==> config.mk <==
export PLATFORM = sky130hd
export DESIGN_NAME = bsd_cell
export DESIGN_NICKNAME = d
export VERILOG_FILES = /design/src/rtl/assert_macros.svh /design/src/rtl/bsd_pkg.sv /design/src/rtl/bsd_cell.sv
export SDC_FILE = /design/constraint.sdc
export NUM_CORES = 1
export LEC_CHECK = 0
export ABC_AREA = 1
export BUFFER_PORTS_ARGS = -buffer_cell sky130_fd_sc_hd__buf_4
export CORE_MARGIN = 4
export CORE_UTILIZATION = 37
export CTS_CLUSTER_SIZE = 25
export DETAILED_ROUTE_END_ITERATION = 16
export GPL_ROUTABILITY_DRIVEN = 0
export HOLD_SLACK_MARGIN = 0.05
export PLACE_DENSITY = 0.76
export SYNTH_ARGS = -nofsm -noshare
export SYNTH_HDL_FRONTEND = slang
export SYNTH_SLANG_ARGS = --single-unit
==> constraint.sdc <==
create_clock -name clk -period 2.1 [get_ports clk]
set_clock_uncertainty 0.2 [all_clocks]
set_input_delay 0.63 -clock clk [delete_from_list [all_inputs] [get_ports clk]]
set_output_delay 0.63 -clock clk [all_outputs]
set_load 0.02 [all_outputs]
==> src/rtl/assert_macros.svh <==
// Assertion macros shared by the RTL of the bounded stack.
// Depends on nothing; included inside module bodies.
`ifndef ASSERT_MACROS_SVH
`define ASSERT_MACROS_SVH

// Condition a implies b on the same edge.
`define ASSERT_IMPLIES(label, clk, rst_n, a, b, msg) \
  label: assert property (@(posedge clk) disable iff (!rst_n) (a) |-> (b)) \
    else $error(msg);

// Condition a implies b on the following edge.
`define ASSERT_NEXT(label, clk, rst_n, a, b, msg) \
  label: assert property (@(posedge clk) disable iff (!rst_n) (a) |=> (b)) \
    else $error(msg);

`endif

==> src/rtl/bsd_pkg.sv <==
// Shared constants and types for the bounded stack with dump.
// No dependencies.
package bsd_pkg;

  localparam int VAL_W       = 64;
  localparam int CMD_W       = 3;
  localparam int CAP_W       = 7;
  localparam int STACK_DEPTH = 64;
  localparam logic [CAP_W-1:0] CAP_RESET = 7'd64;

  localparam logic [CMD_W-1:0] CMD_PUSH        = 3'd0;
  localparam logic [CMD_W-1:0] CMD_POP         = 3'd1;
  localparam logic [CMD_W-1:0] CMD_PEEK        = 3'd2;
  localparam logic [CMD_W-1:0] CMD_DUMP_TOP    = 3'd3;
  localparam logic [CMD_W-1:0] CMD_DUMP_BOTTOM = 3'd4;

  // Ring movement for the whole row of cells.
  typedef struct packed {
    logic dn;  // take the value of the previous cell
    logic up;  // take the value of the next cell
  } shift_t;

endpackage

==> src/rtl/bsd_cell.sv <==
// One storage cell of the stack ring.
// Depends on bsd_pkg.
module bsd_cell (
  input  logic                       clk,
  input  bsd_pkg::shift_t            ctl,
  input  logic [bsd_pkg::VAL_W-1:0]  prev_data,
  input  logic [bsd_pkg::VAL_W-1:0]  next_data,
  output logic [bsd_pkg::VAL_W-1:0]  data
);
  import bsd_pkg::*;

  logic [VAL_W-1:0] data_r;
  logic [VAL_W-1:0] data_nxt;

  always_comb begin
    priority if (ctl.dn) begin
      data_nxt = prev_data;
    end else if (ctl.up) begin
      data_nxt = next_data;
    end else begin
      data_nxt = data_r;
    end
  end

  always_ff @(posedge clk) begin
    data_r <= data_nxt;
  end

  assign data = data_r;

endmodule

# After elaboration in Yosys (flattened, before gate mapping)
# Cells that the tools add are included.
[totals]
ff_bits = 64
latch_bits = 0
mem_bits_rw = 0
rom_bits = 0
output_inout_bits = 64
elab_cells = 4
mem_count = 0
[classes]
n_addsub = 0
mul = 0
div_mod_pow = 0
n_lt_le_gt_ge = 0
eq_ne = 0
shifts = 0
mux = 2
bitwise_logic = 0
n_reduce_logical = 1
[ops]
columns = ["op", "n"]
rows = [
  ["two-way mux 64 bit", 2],
  ["nonzero test 2 bit", 1],
]

# Longest topological paths before layout
# Gate-level depths: netlist of the first run.
[depth]
ltp_word = 2
ltp_mapped = 4
mapped_depth_nobuf = 3

# Worst setup path after synthesis of the first run
# Ideal clock, no wire load.
[synth_path]
path_type = "input to register"
start = "in ctl[1] in the netlist's numbering"
end = "reg data_r[0] (netlist: data[0]) (enable)"
arrival_ps = 1597
t_required_ps = 1506
slack_ps = -91
path_stages = 2
path_buffers = 1
cell_sequence = "buf_6 > or2_2"
[synth_via]
elab_chain_cells = 1
[synth_lines]
columns = ["element", "line", "text"]
rows = [
  ["from (decl)", "bsd_cell.sv:5", "input bsd_pkg::shift_t ctl,"],
  ["nonzero test 2 bit (no source line)", "-", ""],
  ["to (signal assigned)", "bsd_cell.sv:26", "data_r <= data_nxt;"],
  ["to (decl)", "bsd_cell.sv:12", "logic [VAL_W-1:0] data_r;"],
]
# Every way passes these cells.
# A chain may end at the register's enable or synchronous reset.

# Worst setup path after layout of the first run
[layout_path]
start = "in ctl[1] in the netlist's numbering"
end = "reg data_r[56] (netlist: data[56]), data pin"
[layout_via]
elab_chain_cells = 1
[layout_lines]
columns = ["element", "line", "text"]
rows = [
  ["two-way mux 64 bit", "bsd_cell.sv:16", "priority if (ctl.dn) begin"],
  ["via data_nxt[56]", "bsd_cell.sv:13", "logic [VAL_W-1:0] data_nxt;"],
]
# The timed path passes the listed nets, and every way through them passes these cells.

==> flow_summary.toml, run 1 <==
[synthesis]
synth_nets = 402
synth_cells = 271
synth_most_common_cell = "nand2_1"
synth_top_area_share_pct = 69.8
syn_avg_cell_area_sq_um = 10.2
netlist_area_sq_um = 2760
synth.ff_latch_count = 64
synth_ff_type = "edfxtp_1"
synth_top_area_cell = "edfxtp_1"
seq_area_frac_synth_pct = 69.8
synth_area_leaders = "edfxtp_1 70%, nand2_1 26%, buf_6 2.5%"
netlist_top_cells_count = "192 x nand2_1, 64 x edfxtp_1, 7 x buf_2"
synth_edf_count = 64
synth_cell_types = 6
async_flop_share_pct = 0
yosys_warnings = 0

[setup_path]
crit_path_start_kind = "primary input"
worst-setup-path-type = "primary input to flop"
end_kind = "flop"
crit_arrival_ps = 1760
cp.required_ps = 2090
path_max_fanout = 64

[detailed_routing]
drt_iter0_drc = 98
wirelength_um = 7810
vias_per_cell = 4.45
wl_per_cell_um = 13.8
num_vias = 2522
firstDrtPassIters = 4
drcViolationCount = 0
drtAntennaViolNets = 0

[cells_and_area]
seqCellArea_sq_um = 1920
final_area_sq_um = 4390
largest_register_ffs = 64
drive_gt1_share_pct = 44.2
multi_input_area_sq_um = 729
syn_to_final_growth_pct = 59.4
final_nets = 596
antenna_cells = 0
stdcell_count = 567
fin_util_pct = 60.6
fillerInstances = 629

[grt]
met2_usage_pct = 30.4
grt_pass1_wl_um = 11400
overflow = 0
grt_pass1_vias = 2501
grt_max_degree = 65
grt_usage_pct = 16.7
use_met1_pct = 16.9
grt_use_met3_pct = 6.41
grt-busiest-layer = "met2"
antenna_found_initial = 0

[cts]
root_buffer = "clkbuf_8"
cts_setup_buffers = 0
clock-sinks = 64
ctsHoldBuffers = 0
htreeDepth = 3
clockBufferDepth = 2
clk_pin_slew_worst_paths_ps = 60
numCtsBuffers = 9
ctsResizeCount = 0
tritoncts = "yes"

[power_and_ir_drop]
p_sw_share_pct = 26.6
p_seq_share_pct = 50.6
total_power_mw = 3.18
clkPwrFrac_pct = 25.9
p_sw_uw = 847
vdd_ir_drop_max_mv = 0.346
leakage_nw = 2.25
powerDensity_nw_per_um2 = 725
pwr-share-comb_pct = 23.5
p_int_mw = 2.34

[floorplan]
io_pins = 195
start_util_pct = 38.0
die_x_um = 94.3
die_h_um = 94.3
coreArea_sq_um = 7250
num_rows = 31
die-area_sq_um = 8890

[place]
dp_slack_ps = 2.17
port_buffers = 194
dp.cells = 553
placed_cell_area_sq_um = 4250
dpl.hpwl_um = 5840

[sta]
setup_slack_ps = 329
setup_viol = 0
rsz0062_at_grt = "no"
drv_slew = 0
tns_ps = 0
hold_violations = 0
tightest_slew_ps = 1040
whs_ps = 368
max_freq_mhz = 565
period_share_pct = 84.3
period_needed_ps = 1770
slew_headroom_pct = 30.8

[outcome]
outcome = "complete, no violations"

[worst_hold_path]
holdPathStages = 3
hold_class = "primary input to flop"

[flow_run]
maxCapViolCount = 0
power groups by stage:
stage	Sequential, mW	Clock (mW)	Combinational, mW
after CTS	1.61	0.850	0.759
after global placement	1.63	0	0.749
after global routing	1.62	0.906	0.801
after detailed placement	1.64	0	0.757
final	1.61	0.826	0.748
after floorplan	1.82	0	0.142
cells in the final DEF (no fill, tap or decap):
cell type  netlist  final
buf_4            0    196
clkbuf_1         0      2
clkbuf_8         0      9
clkinv_1         0      3
edfxtp_1        64     64
inv_2            1      1
nand2_1        192    192
or2_4            0      1
worst max-delay path, stage by stage:
cell	delay (ps)
buf_4	130
inv_2	720
nand2_1	130
nand2_1	110
worst paths after layout:
check	startpoint	endpoint	slack [ps]
setup / recovery	ctl[1]	data[56]	330
hold / removal	next_data[53]	data[53]	370
metal layers:
layer,vias up,wire [um]
li1,1254,-
met1,1132,2750
met2,123,4070
met3,13,862
met4,0,138
met5,-,0
area by class of cell:
| cell class | count | share of cell area (%) |
|---|---|---|
| Tap cell | 99 | 2.82 |
| Sequential cell | 64 | 43.7 |
| Multi-Input combinational cell | 193 | 16.6 |
| Clock buffer | 11 | 2.99 |
| Clock inverter | 3 | 0.256 |
| Timing Repair Buffer | 196 | 33.5 |
| Inverter | 1 | 0.0854 |
cells by family (layout without fill, tap and decap cells):
group                  after synthesis  in the layout  synth area share [%]
and+or+nand+nor                    193            193                  26.4
DFF                                 64             64                  69.8
buffers and inverters               14            211                  3.86
Power figures use the tool's default switching activity.
==> inputs of run 2 (changes only) <==
- clock period: 2.1 -> 1.55 ns (I/O delays scaled with it)
==> flow_summary.toml, run 2 (synthesized netlist as in run 1, its figures left out) <==
[place]
dpl.hpwl_um = 6050
dp_slack_ps = -6.45
port_buffers = 194
dp.cells = 557

[setup_path]
crit_path_start_kind = "flop"
crit_arrival_ps = 880
cp_slowest_cell = "edfxtp_1"
path_max_fanout = 1
worst-setup-path-type = "flop to output port"
crit_chain = "buf_6"
crit_start = "data[43]"
critical_path.top_delay_family = "flip-flops"
cp.required_ps = 880
crit_buf_inv = 1
critPathMaxStageDelay_ps = 410
end_kind = "output port"

[cells_and_area]
final_cell_mix = "192 x nand2_1, 143 x buf_4, 64 x edfxtp_1"
largest_register_ffs = 64
syn_to_final_growth_pct = 70.8
layout_commonest_cell = "nand2_1"
drive_gt1_share_pct = 45.0
antenna_cells = 0
final_nets = 600
stdcell_count = 572

[sta]
tightest_slew_ps = 479
max_freq_mhz = 648
period_needed_ps = 1540
rsz0062_at_grt = "yes"
slew_headroom_pct = 68.1
drv_slew = 0
hold_violations = 0
setup_viol = 0
setup_slack_ps = 6.47
period_share_pct = 99.6

[grt]
antenna_found_initial = 0
overflow = 0
grt_pass1_wl_um = 11400
grt_max_degree = 50
grt_usage_pct = 17.1
grt_pass1_vias = 2432

[floorplan]
die_h_um = 94.3
start_util_pct = 38.0
die_x_um = 94.3
io_pins = 195
num_rows = 31
die-area_sq_um = 8890
coreArea_sq_um = 7250

[flow_run]
maxCapViolCount = 0

[cts]
numCtsBuffers = 9
tritoncts = "yes"
cts_setup_buffers = 0
clockBufferDepth = 2
htreeDepth = 3
ctsHoldBuffers = 0
clock-sinks = 64
root_buffer = "clkbuf_8"
ctsResizeCount = 11
clk_pin_slew_worst_paths_ps = 70

[worst_hold_path]
holdPathStages = 3
hold_class = "primary input to flop"
min_to = "data[13]"
hold_path.startpoint = "next_data[13]"

[detailed_routing]
wl_per_cell_um = 13.6
drtAntennaViolNets = 0
vias_per_cell = 4.35
wirelength_um = 7800
drt_iter0_drc = 77
num_vias = 2488
firstDrtPassIters = 7
drcViolationCount = 0

[power_and_ir_drop]
vdd_ir_drop_max_mv = 0.460
powerDensity_nw_per_um2 = 984
leakage_nw = 2.36

[outcome]
outcome = "complete, no violations"
[run 2: changes by cell type in the layout (fill, tap and decap cells not counted)]
cell	delta
bufinv_16	+1
buf_6	+53
clkinvlp_4	+1
buf_12	+4
clkbuf_1	-1
buf_4	-53
[run 2: per-layer routing]
layer  track usage, %  share of wire (%)  up-vias
met5                0                  0        -
met3             5.69                 10       14
li1                 -                  -     1262
met2             31.1                 52      115
met1             17.7                 35     1097
met4             7.22                1.8        0
[run 2: worst max path at each step]
stage	end	slack (ps)	cells past startpoint
final	data[43]	6	1
after global routing	data[9]	-40	1
after CTS	data[57]	-10	1
after detailed placement	data[3]	-6	4
after global placement	data[60]	30	4
after floorplan	data[0]	-130	2
[run 2: final cells by class]
class / instances / area [sq um]
Fill cell: 608 / 2550
Sequential cell: 64 / 1920
Timing Repair Buffer: 200 / 1750
Multi-Input combinational cell: 193 / 729
Clock buffer: 10 / 128
Tap cell: 99 / 124
Clock inverter: 5 / 48.8
Inverter: 1 / 3.75
[run 2: where the power goes]
group	total (mW)	internal, mW	switching [mW]
clock network	1.29	0.718	0.568
logic	1.13	0.602	0.529
registers	2.21	2.13	0.0823
total	4.63	3.45	1.18
[run 2: worst min-delay path, stage by stage]
cell and delay [ps]:
buf_4 70, nand2_1 40, nand2_1 50
[run 2: metrics by stage]
step / hold WS [ps] / TNS [ps] / power (mW) / area (sq um) / utilization [%]
6_report: 207 / 0 / 4.63 / 4710 / 64.9
5_1_grt: 189 / -630 / 4.86 / 4710 / 64.9
4_1_cts: 188 / -23.1 / 4.59 / 4550 / 62.7
3_5_place_dp: 532 / -11.2 / 3.27 / 4330 / 59.7
3_3_place_gp: 527 / 0 / 3.24 / 4330 / 59.7
2_1_floorplan: 444 / -8630 / 2.66 / 2770 / -
